==> config.mk <==
export PLATFORM = sky130hd
export DESIGN_NAME = buffer_slot_pool_with_compaction_core
export DESIGN_NICKNAME = d
export VERILOG_FILES = /design/src/sv/bspc_pkg.sv /design/src/sv/bspc_ram.sv /design/src/sv/bspc_front.sv /design/src/sv/bspc_back.sv /design/src/sv/buffer_slot_pool_with_compaction_core.sv
export SDC_FILE = /design/constraint.sdc
export NUM_CORES = 1
export LEC_CHECK = 0
export ABC_AREA = 1
export BUFFER_PORTS_ARGS = -buffer_cell sky130_fd_sc_hd__buf_2
export CAP_MARGIN = 20
export CORE_MARGIN = 2
export CORE_UTILIZATION = 35
export DETAILED_ROUTE_END_ITERATION = 12
export SYNTH_ARGS = -nofsm -noshare
export SYNTH_HDL_FRONTEND = slang
export SYNTH_SLANG_ARGS = --single-unit
==> constraint.sdc <==
create_clock -name clk -period 4.5 [get_ports clk]
set_input_delay 0.675 -clock clk [delete_from_list [all_inputs] [get_ports clk]]
set_output_delay 0.675 -clock clk [all_outputs]
set_load 0.005 [all_outputs]
==> src/sv/bspc_pkg.sv <==
// Shared constants, codes and word types for the buffer slot pool.
package bspc_pkg;

  localparam int SLOT_COUNT    = 8;
  localparam int SLOT_W        = 3;
  localparam int STATE_W       = 2;
  localparam int CMD_W         = 3;
  localparam int PAYLOAD_CHARS = 5;
  localparam int PAYLOAD_W     = 40;
  localparam int QUEUE_DEPTH   = 2;
  localparam int QPTR_W        = 1;
  localparam int QCNT_W        = 2;

  localparam logic [PAYLOAD_W-1:0] PAYLOAD_MASK =
    {PAYLOAD_W{1'b1}} >> (PAYLOAD_W - 8 * PAYLOAD_CHARS);

  localparam logic [CMD_W-1:0] CMD_REQUEST = 3'd0;
  localparam logic [CMD_W-1:0] CMD_FILL    = 3'd1;
  localparam logic [CMD_W-1:0] CMD_RELEASE = 3'd2;
  localparam logic [CMD_W-1:0] CMD_COMPACT = 3'd3;
  localparam logic [CMD_W-1:0] CMD_STATUS  = 3'd4;

  localparam logic [STATE_W-1:0] ST_FREE  = 2'd0;
  localparam logic [STATE_W-1:0] ST_AWAIT = 2'd1;
  localparam logic [STATE_W-1:0] ST_OCC   = 2'd2;

  typedef enum logic [2:0] {
    OP_REQUEST,
    OP_FILL,
    OP_RELEASE,
    OP_COMPACT,
    OP_STATUS,
    OP_NONE
  } op_t;

  typedef enum logic [1:0] {
    S_IDLE,
    S_STATUS_RD,
    S_COMPACT,
    S_FLUSH
  } back_state_t;

  typedef struct packed {
    logic [CMD_W-1:0]     cmd;
    logic [SLOT_W-1:0]    slot;
    logic [PAYLOAD_W-1:0] payload_in;
  } in_word_t;

  typedef struct packed {
    logic                 ok;
    logic [SLOT_W-1:0]    slot_out;
    logic [STATE_W-1:0]   slot_state_out;
    logic [PAYLOAD_W-1:0] payload_out;
  } out_word_t;

  typedef struct packed {
    op_t                  op;
    logic                 in_range;
    logic [SLOT_W-1:0]    slot;
    logic [PAYLOAD_W-1:0] payload;
  } task_t;

  typedef struct packed {
    logic  valid;
    task_t item;
  } qhead_t;

endpackage

==> src/sv/bspc_ram.sv <==
// Generic single write port, single read port RAM with registered read.
module bspc_ram #(
  parameter int WIDTH  = 8,
  parameter int DEPTH  = 8,
  parameter int ADDR_W = $clog2(DEPTH)
) (
  input  logic              clk,
  input  logic              we,
  input  logic [ADDR_W-1:0] waddr,
  input  logic [WIDTH-1:0]  wdata,
  input  logic [ADDR_W-1:0] raddr,
  output logic [WIDTH-1:0]  rdata
);

  logic [WIDTH-1:0] mem [DEPTH];

  always_ff @(posedge clk) begin
    if (we) begin
      mem[waddr] <= wdata;
    end
    rdata <= mem[raddr];
  end

endmodule

==> src/sv/bspc_front.sv <==
// Command front end: accept, decode into a task, and queue for the back end.
module bspc_front (
  input  logic               clk,
  input  logic               rst_n,
  input  logic               start,
  output logic               busy,
  input  bspc_pkg::in_word_t in_word,
  output bspc_pkg::qhead_t   head,
  input  logic               pop
);

  bspc_pkg::task_t             q_r [bspc_pkg::QUEUE_DEPTH];
  logic [bspc_pkg::QPTR_W-1:0] head_r, head_nxt;
  logic [bspc_pkg::QPTR_W-1:0] tail_r, tail_nxt;
  logic [bspc_pkg::QCNT_W-1:0] count_r, count_nxt;
  bspc_pkg::task_t             dec;
  logic                        push;
  logic                        do_pop;

  always_comb begin
    dec.slot     = in_word.slot;
    dec.payload  = in_word.payload_in & bspc_pkg::PAYLOAD_MASK;
    dec.in_range = (int'(in_word.slot) < bspc_pkg::SLOT_COUNT);
    unique case (in_word.cmd)
      bspc_pkg::CMD_REQUEST: dec.op = bspc_pkg::OP_REQUEST;
      bspc_pkg::CMD_FILL:    dec.op = bspc_pkg::OP_FILL;
      bspc_pkg::CMD_RELEASE: dec.op = bspc_pkg::OP_RELEASE;
      bspc_pkg::CMD_COMPACT: dec.op = bspc_pkg::OP_COMPACT;
      bspc_pkg::CMD_STATUS:  dec.op = bspc_pkg::OP_STATUS;
      default:               dec.op = bspc_pkg::OP_NONE;
    endcase
  end

  assign busy   = (count_r == bspc_pkg::QCNT_W'(bspc_pkg::QUEUE_DEPTH));
  assign push   = start && !busy;
  assign do_pop = pop && (count_r != '0);

  always_comb begin
    head_nxt  = head_r;
    tail_nxt  = tail_r;
    count_nxt = count_r;
    if (push) begin
      tail_nxt = (tail_r == bspc_pkg::QPTR_W'(bspc_pkg::QUEUE_DEPTH - 1)) ?
                 '0 : tail_r + 1'b1;
    end
    if (do_pop) begin
      head_nxt = (head_r == bspc_pkg::QPTR_W'(bspc_pkg::QUEUE_DEPTH - 1)) ?
                 '0 : head_r + 1'b1;
    end
    case ({push, do_pop})
      2'b10:   count_nxt = count_r + 1'b1;
      2'b01:   count_nxt = count_r - 1'b1;
      default: count_nxt = count_r;
    endcase
  end

  always_ff @(posedge clk) begin
    if (!rst_n) begin
      head_r  <= '0;
      tail_r  <= '0;
      count_r <= '0;
    end else begin
      head_r  <= head_nxt;
      tail_r  <= tail_nxt;
      count_r <= count_nxt;
    end
    if (push) begin
      q_r[tail_r] <= dec;
    end
  end

  assign head.valid = (count_r != '0);
  assign head.item  = q_r[head_r];

`ifndef SYNTH
  a_count_bound: assert property (@(posedge clk) disable iff (!rst_n)
    count_r <= bspc_pkg::QCNT_W'(bspc_pkg::QUEUE_DEPTH))
    else $error("queue count beyond depth");
  a_no_push_full: assert property (@(posedge clk) disable iff (!rst_n)
    busy && !do_pop |=> count_r == bspc_pkg::QCNT_W'(bspc_pkg::QUEUE_DEPTH))
    else $error("full queue changed without a pop");
  a_pop_nonempty: assert property (@(posedge clk) disable iff (!rst_n)
    pop |-> count_r != '0)
    else $error("pop from an empty queue");
`endif

endmodule

==> src/sv/bspc_back.sv <==
// Command back end: slot state table, payload RAM, compaction walk, results.
module bspc_back (
  input  logic                clk,
  input  logic                rst_n,
  input  bspc_pkg::qhead_t    head,
  output logic                pop,
  output logic                out_strobe,
  output bspc_pkg::out_word_t out_word
);

  bspc_pkg::back_state_t        state_r, state_nxt;
  logic [bspc_pkg::STATE_W-1:0] st_r   [bspc_pkg::SLOT_COUNT];
  logic [bspc_pkg::STATE_W-1:0] st_nxt [bspc_pkg::SLOT_COUNT];
  logic [bspc_pkg::SLOT_W-1:0]  i_r, i_nxt;
  logic [bspc_pkg::SLOT_W-1:0]  w_r, w_nxt;
  logic                         pend_r, pend_nxt;
  logic [bspc_pkg::SLOT_W-1:0]  pend_dst_r, pend_dst_nxt;
  logic                         out_valid_r, out_valid_nxt;
  bspc_pkg::out_word_t          out_r, out_nxt;

  logic                           ram_we;
  logic [bspc_pkg::SLOT_W-1:0]    ram_waddr;
  logic [bspc_pkg::PAYLOAD_W-1:0] ram_wdata;
  logic [bspc_pkg::SLOT_W-1:0]    ram_raddr;
  logic [bspc_pkg::PAYLOAD_W-1:0] ram_rdata;

  logic                         free_found;
  logic [bspc_pkg::SLOT_W-1:0]  free_idx;
  logic [bspc_pkg::STATE_W-1:0] cur_st;
  bspc_pkg::task_t              t;

  bspc_ram #(
    .WIDTH (bspc_pkg::PAYLOAD_W),
    .DEPTH (bspc_pkg::SLOT_COUNT)
  ) u_payload_ram (
    .clk   (clk),
    .we    (ram_we),
    .waddr (ram_waddr),
    .wdata (ram_wdata),
    .raddr (ram_raddr),
    .rdata (ram_rdata)
  );

  assign t      = head.item;
  assign cur_st = st_r[t.slot];

  // lowest free slot
  always_comb begin
    free_found = 1'b0;
    free_idx   = '0;
    for (int k = bspc_pkg::SLOT_COUNT - 1; k >= 0; k--) begin
      if (st_r[k] == bspc_pkg::ST_FREE) begin
        free_found = 1'b1;
        free_idx   = bspc_pkg::SLOT_W'(k);
      end
    end
  end

  always_comb begin
    state_nxt = state_r;
    unique case (state_r)
      bspc_pkg::S_IDLE: begin
        if (head.valid) begin
          if (t.op == bspc_pkg::OP_STATUS) begin
            state_nxt = bspc_pkg::S_STATUS_RD;
          end else if (t.op == bspc_pkg::OP_COMPACT) begin
            state_nxt = bspc_pkg::S_COMPACT;
          end
        end
      end
      bspc_pkg::S_STATUS_RD: state_nxt = bspc_pkg::S_IDLE;
      bspc_pkg::S_COMPACT: begin
        if (i_r == '0) begin
          state_nxt = bspc_pkg::S_FLUSH;
        end
      end
      bspc_pkg::S_FLUSH: state_nxt = bspc_pkg::S_IDLE;
      default: state_nxt = bspc_pkg::S_IDLE;
    endcase
  end

  always_comb begin
    st_nxt        = st_r;
    i_nxt         = i_r;
    w_nxt         = w_r;
    pend_nxt      = 1'b0;
    pend_dst_nxt  = pend_dst_r;
    out_valid_nxt = 1'b0;
    out_nxt       = out_r;
    pop           = 1'b0;
    ram_we        = 1'b0;
    ram_waddr     = pend_dst_r;
    ram_wdata     = ram_rdata;
    ram_raddr     = '0;
    unique case (state_r)
      bspc_pkg::S_IDLE: begin
        ram_raddr = t.slot;
        if (head.valid) begin
          pop     = 1'b1;
          out_nxt = '0;
          unique case (t.op)
            bspc_pkg::OP_REQUEST: begin
              out_valid_nxt = 1'b1;
              if (free_found) begin
                st_nxt[free_idx]       = bspc_pkg::ST_AWAIT;
                out_nxt.ok             = 1'b1;
                out_nxt.slot_out       = free_idx;
                out_nxt.slot_state_out = bspc_pkg::ST_AWAIT;
              end
            end
            bspc_pkg::OP_FILL: begin
              out_valid_nxt    = 1'b1;
              out_nxt.slot_out = t.slot;
              if (t.in_range) begin
                out_nxt.slot_state_out = cur_st;
                if (cur_st == bspc_pkg::ST_AWAIT) begin
                  st_nxt[t.slot]         = bspc_pkg::ST_OCC;
                  out_nxt.ok             = 1'b1;
                  out_nxt.slot_state_out = bspc_pkg::ST_OCC;
                  ram_we                 = 1'b1;
                  ram_waddr              = t.slot;
                  ram_wdata              = t.payload;
                end
              end
            end
            bspc_pkg::OP_RELEASE: begin
              out_valid_nxt    = 1'b1;
              out_nxt.slot_out = t.slot;
              if (t.in_range) begin
                out_nxt.slot_state_out = cur_st;
                if (cur_st == bspc_pkg::ST_OCC) begin
                  st_nxt[t.slot]         = bspc_pkg::ST_FREE;
                  out_nxt.ok             = 1'b1;
                  out_nxt.slot_state_out = bspc_pkg::ST_FREE;
                end
              end
            end
            bspc_pkg::OP_STATUS: begin
              // payload filled in once the RAM read returns
              out_nxt.slot_out = t.slot;
              if (t.in_range) begin
                out_nxt.ok             = 1'b1;
                out_nxt.slot_state_out = cur_st;
              end
            end
            bspc_pkg::OP_COMPACT: begin
              i_nxt = bspc_pkg::SLOT_W'(bspc_pkg::SLOT_COUNT - 1);
              w_nxt = bspc_pkg::SLOT_W'(bspc_pkg::SLOT_COUNT - 1);
            end
            default: out_valid_nxt = 1'b1;
          endcase
        end
      end
      bspc_pkg::S_STATUS_RD: begin
        out_valid_nxt = 1'b1;
        if (out_r.ok && out_r.slot_state_out == bspc_pkg::ST_OCC) begin
          out_nxt.payload_out = ram_rdata;
        end
      end
      bspc_pkg::S_COMPACT: begin
        // walk down from the top; used slots pack toward the top at w_r,
        // their payload follows from the registered RAM read of i_r
        ram_raddr = i_r;
        ram_we    = pend_r;
        if (st_r[i_r] != bspc_pkg::ST_FREE) begin
          if (w_r != i_r) begin
            st_nxt[i_r] = bspc_pkg::ST_FREE;
          end
          st_nxt[w_r]  = st_r[i_r];
          pend_nxt     = 1'b1;
          pend_dst_nxt = w_r;
          w_nxt        = w_r - 1'b1;
        end
        i_nxt = i_r - 1'b1;
      end
      bspc_pkg::S_FLUSH: begin
        ram_we        = pend_r;
        out_valid_nxt = 1'b1;
        out_nxt       = '0;
        out_nxt.ok    = 1'b1;
      end
      default: ;
    endcase
  end

  always_ff @(posedge clk) begin
    if (!rst_n) begin
      state_r     <= bspc_pkg::S_IDLE;
      pend_r      <= 1'b0;
      out_valid_r <= 1'b0;
      for (int k = 0; k < bspc_pkg::SLOT_COUNT; k++) begin
        st_r[k] <= bspc_pkg::ST_FREE;
      end
    end else begin
      state_r     <= state_nxt;
      pend_r      <= pend_nxt;
      out_valid_r <= out_valid_nxt;
      st_r        <= st_nxt;
    end
    i_r        <= i_nxt;
    w_r        <= w_nxt;
    pend_dst_r <= pend_dst_nxt;
    out_r      <= out_nxt;
  end

  assign out_strobe = out_valid_r;
  assign out_word   = out_r;

`ifndef SYNTH
  a_result_in_idle: assert property (@(posedge clk) disable iff (!rst_n)
    out_valid_r |-> state_r == bspc_pkg::S_IDLE)
    else $error("result strobe outside idle");
  a_flush_result: assert property (@(posedge clk) disable iff (!rst_n)
    state_r == bspc_pkg::S_FLUSH |=> out_valid_r && out_r.ok)
    else $error("compaction ended without a result");
  a_payload_occ: assert property (@(posedge clk) disable iff (!rst_n)
    out_valid_r && out_r.payload_out != '0 |-> out_r.slot_state_out == bspc_pkg::ST_OCC)
    else $error("payload shown for a slot that is not occupied");
  a_walk_order: assert property (@(posedge clk) disable iff (!rst_n)
    state_r == bspc_pkg::S_COMPACT |-> w_r >= i_r)
    else $error("compaction destination below source");
  a_no_pop_busy: assert property (@(posedge clk) disable iff (!rst_n)
    pop |-> state_r == bspc_pkg::S_IDLE && head.valid)
    else $error("task taken while back end busy");
`endif

endmodule

==> src/sv/buffer_slot_pool_with_compaction_core.sv <==
// Top level of the buffer slot pool: command queue front end and pool back end.
// Results: request, fill, release and unknown commands register a result when taken;
// status first reads the payload RAM in S_STATUS_RD; compact walks the slots in
// S_COMPACT, then registers its result in S_FLUSH. One simple command per cycle while
// the back end is idle; status and compact hold it; the walk moves one slot per cycle.
// Reset (rst_n, synchronous, active low) frees all slots, empties queue; no result stall.
module buffer_slot_pool_with_compaction_core (
  input  logic                clk,
  input  logic                rst_n,
  input  logic                start,
  output logic                busy,
  input  bspc_pkg::in_word_t  in_word,
  output logic                out_strobe,
  output bspc_pkg::out_word_t out_word
);

  // decoded command at the queue head, and its take signal
  bspc_pkg::qhead_t head;
  logic             pop;

  // front: decodes each accepted word and holds up to QUEUE_DEPTH of them;
  // busy rises only when that queue is full
  bspc_front u_front (
    .clk     (clk),
    .rst_n   (rst_n),
    .start   (start),
    .busy    (busy),
    .in_word (in_word),
    .head    (head),
    .pop     (pop)
  );

  // back: owns slot states (flip-flops) and payloads (RAM), runs one command
  // at a time and registers its result word
  bspc_back u_back (
    .clk        (clk),
    .rst_n      (rst_n),
    .head       (head),
    .pop        (pop),
    .out_strobe (out_strobe),
    .out_word   (out_word)
  );

endmodule
==> impl_metrics.yaml <==
status:
  outcome: "finished clean"
power:
  power_leakage_nw: 9.03
  pwr-share-clk_pct: 26.1
  p_per_area_mw_per_mm2: 684
  ir_worst_vdd_v: 0.000484
  p_int_w: 0.0107
  switching_share_pct: 37.1
  power.share.sequential_pct: 41.0
  p_switching_w: 0.00632
  combinationalPowerShare_pct: 32.9
setup_path:
  critical_path_required_ns: 4.78
  crit_path_start_kind: "register"
  r2r_cells: 11
  criticalPathCategory: "register to register"
  path_max_fanout: 44
  r2r_end: "u_back.u_payload_ram.mem[1][12]$_DFFE_PP_"
  endpoint: "u_back.u_payload_ram.mem[1][12]$_DFFE_PP_"
  arrival_ns: 3.81
  end_kind: "register"
  reg2reg_setup_slack_ns: 0.97
timing:
  slew_violations: 0
  tightest_slew_ns: 1.05
  hold_viol: 0
  fin_crit_ns: 3.53
  fin_setup_tns_ns: 0
  setup_violations: 0
  slew-limit-headroom_pct: 30.1
  fin_skew_ns: 0.0277
  rsz0062_at_grt: "no"
  period_share_pct: 78.4
  max_freq_mhz: 283
cts:
  cts_made_buffers: 55
  cts_tree: "done"
  cts_hold_buf: 0
  cts_buffer_depth: 3
  ctsRootBufferMaster: "clkbuf_16"
  cts.clk_slew.worst_paths_ns: 0.06
  ctsHtreeMaxLevel: 2
  cts.sinks: 532
  postCtsSetupBuffers: 0
  clk_latency_ns: 0.61
  post_cts_resize_count: 0
placement:
  post_dp_cell_area_mm2: 0.0231
  dp_hpwl_mm: 30.8
  portBuffers: 96
  finalWeightedCongestion: 0.938
route:
  drc_errors: 0
  wl_per_cell_um: 18.7
  viasPerCell: 5.11
  finalWirelength_mm: 53.8
  drt_first_pass_iters: 5
  vias: 14700
  drt_iter0_drc: 1286
  postRouteAntennaNets: 0
logic_synthesis:
  synth_top_area_cell: "edfxtp_1"
  yosys.area.top_type_share_pct: 64.6
  syn_inst: 1958
  ys_ff_latch: 532
  synth_compound_area_share_pct: 9.76
  syn_avg_cell_area_um2: 11.1
  async_reset_ff_share_pct: 0
  synth_cell_type_count: 36
  synth.cell_area_mm2: 0.0217
  ys_top_cells_by_area: "edfxtp_1 (65%), nor2_1 (7.6%), dfxtp_1 (6.0%)"
  yosysSeqAreaShare_pct: 70.6
  synth_edf_count: 467
  yosys-top-cells-count: "edfxtp_1 (467), nor2_1 (440), nand2_1 (296)"
  synth_mux_area_share_pct: 0
  yosysWarningCount: 0
  synth_xor_area_share_pct: 0.161
  synth-simple-area-share_pct: 15.1
  synth_most_common_cell: "edfxtp_1"
  synth_fa_ha_area_share_pct: 0.231
  ys.flop_type: "edfxtp_1"
  synth_top_family_by_area: "simple AND/OR/NAND/NOR gates"
  synthesis.nets: 2011
hold_path:
  hold_depth: 1
  min_from: "in_word[0]"
  holdCritPathClass: "input pin to register"
floorplan:
  die_h_um: 253
  core_area_mm2: 0.0615
  num_rows: 91
  initial_core_util_pct: 35.3
  fp.dieW_um: 253
  ios: 97
  die-area_mm2: 0.0640
global_route:
  grt_pass1_wl_mm: 82.5
  grt.total_usage_pct: 16.7
  antenna_found_initial: 1
  grt_pass1_vias: 14100
  grt_max_degree: 161
  gr-total-overflow: 0
final_layout:
  area_growth_syn_to_layout_pct: 14.9
  drive_above_1_share_pct: 12.1
  seq_area_mm2: 0.0153
  nets: 2086
  finish.instance_area_mm2: 0.0249
  n_antenna_cell: 0
  multi_input_area_mm2: 0.00558
  fill_cells: 5865
flow_run:
  cap_violations: 0
==> cell usage in the layout, fill, tap and decap left out, types with 2 or more instances in the layout <==
| cell | count |
|---|---|
| a211oi_1 | 2 |
| a21oi_1 | 36 |
| a31oi_1 | 89 |
| buf_12 | 8 |
| buf_2 | 96 |
| buf_4 | 16 |
| bufinv_16 | 3 |
| clkbuf_1 | 14 |
| clkbuf_16 | 55 |
| clkbuf_8 | 7 |
| clkinv_1 | 10 |
| clkinv_16 | 2 |
| clkinv_2 | 9 |
| clkinvlp_4 | 3 |
| dfxtp_1 | 64 |
| edfxtp_1 | 467 |
| ha_1 | 4 |
| inv_1 | 108 |
| inv_2 | 7 |
| inv_6 | 3 |
| nand2_1 | 293 |
| nand2_2 | 8 |
| nand3_1 | 39 |
| nand3_2 | 8 |
| nand3b_1 | 4 |
| nand4_1 | 10 |
| nor2_1 | 430 |
| nor2_2 | 5 |
| nor2_4 | 10 |
| nor3_1 | 9 |
| o211ai_1 | 9 |
| o21ai_0 | 184 |
| o21ai_2 | 4 |
| o22ai_1 | 47 |
| o22ai_4 | 2 |
| xor2_1 | 3 |
==> layer usage <==
| metal | routed length [um] | GRT usage [%] |
|---|---|---|
| met1 | 24200 | 23.0 |
| met2 | 25300 | 27.2 |
| met3 | 3200 | 2.83 |
| met4 | 1120 | 4.84 |
| met5 | 11 | 0 |
==> worst max-delay path, stage by stage (launching register included) <==
cell and delay, ns:
dfxtp_2 0.38, inv_2 0.12, buf_4 0.55, nand2_1 0.11, o21ai_1 0.16, nand3_2 0.20
nor2_1 0.21, nand2_1 0.12, nand2_1 0.09, o211ai_1 0.34, nor2_4 0.53, buf_4 0.38
==> stage by stage <==
step                hold slack (ns)  std cells  worst slack, ns  total power, W  utilization, %
global route                  0.223       2869            0.677          0.0182            40.5
floorplan                     0.424       1958            0.551          0.0108               -
finish                        0.246       2869            0.972          0.0170            40.5
global placement              0.438       2765             1.11          0.0125            37.6
detailed placement            0.447       2765            0.939          0.0127            37.6
CTS                           0.209       2868            0.928          0.0171            40.5
==> state kept, by name, summed over array words and instances, names as in the netlist, 2 cells and up, named ones only <==
signal,flops
u_back.pend_dst_r,3
u_back.i_r,3
u_back.out_word,46
u_front.count_r,2
u_back.st_r,16
u_back.w_r,3
u_back.u_payload_ram.rdata,40
u_front.q_r,92
u_back.u_payload_ram.mem,320
u_back.state_r,2
==> power by group through the flow <==
| stage | Combinational, W | Clock, W | Sequential, W |
|---|---|---|---|
| global route | 0.00637 | 0.00475 | 0.00706 |
| global placement | 0.00547 | 0 | 0.00708 |
| detailed placement | 0.00557 | 0 | 0.00709 |
| floorplan | 0.00381 | 0 | 0.00695 |
| finish | 0.00560 | 0.00445 | 0.00700 |
| CTS | 0.00560 | 0.00455 | 0.00699 |
==> worst min-delay path by stage <==
stage | endpoint | slack, ns
finish | u_front.q_r[1][0]$_DFFE_PP_ | 0.25
floorplan | u_back.pend_dst_r[0]$_DFFE_PP_ | 0.42
global placement | u_front.head_r$_SDFFE_PN0P_ | 0.44
detailed placement | u_front.head_r$_SDFFE_PN0P_ | 0.45
CTS | u_front.q_r[0][0]$_DFFE_PP_ | 0.21
global route | u_front.q_r[0][37]$_DFFE_PP_ | 0.22
==> final cells by class <==
cell class,instances,area share (%)
clock buffer,76,6.12
clock inverter,27,1.08
inverter,119,1.82
timing repair buffer,121,3.16
tap,790,3.97
multi-input combinational,1204,22.4
sequential,532,61.5
==> kinds of logic (layout without fill, tap and decap cells) <==
group / Yosys count / count (layout)
AO/OA/AOI/OAI: 377 / 377
XOR/XNOR: 4 / 4
adder cells (fa/ha/maj): 4 / 4
buffers and inverters: 222 / 343
flip-flops: 532 / 532
AND/OR/NAND/NOR: 819 / 819
(Power assumes the default switching activity.)
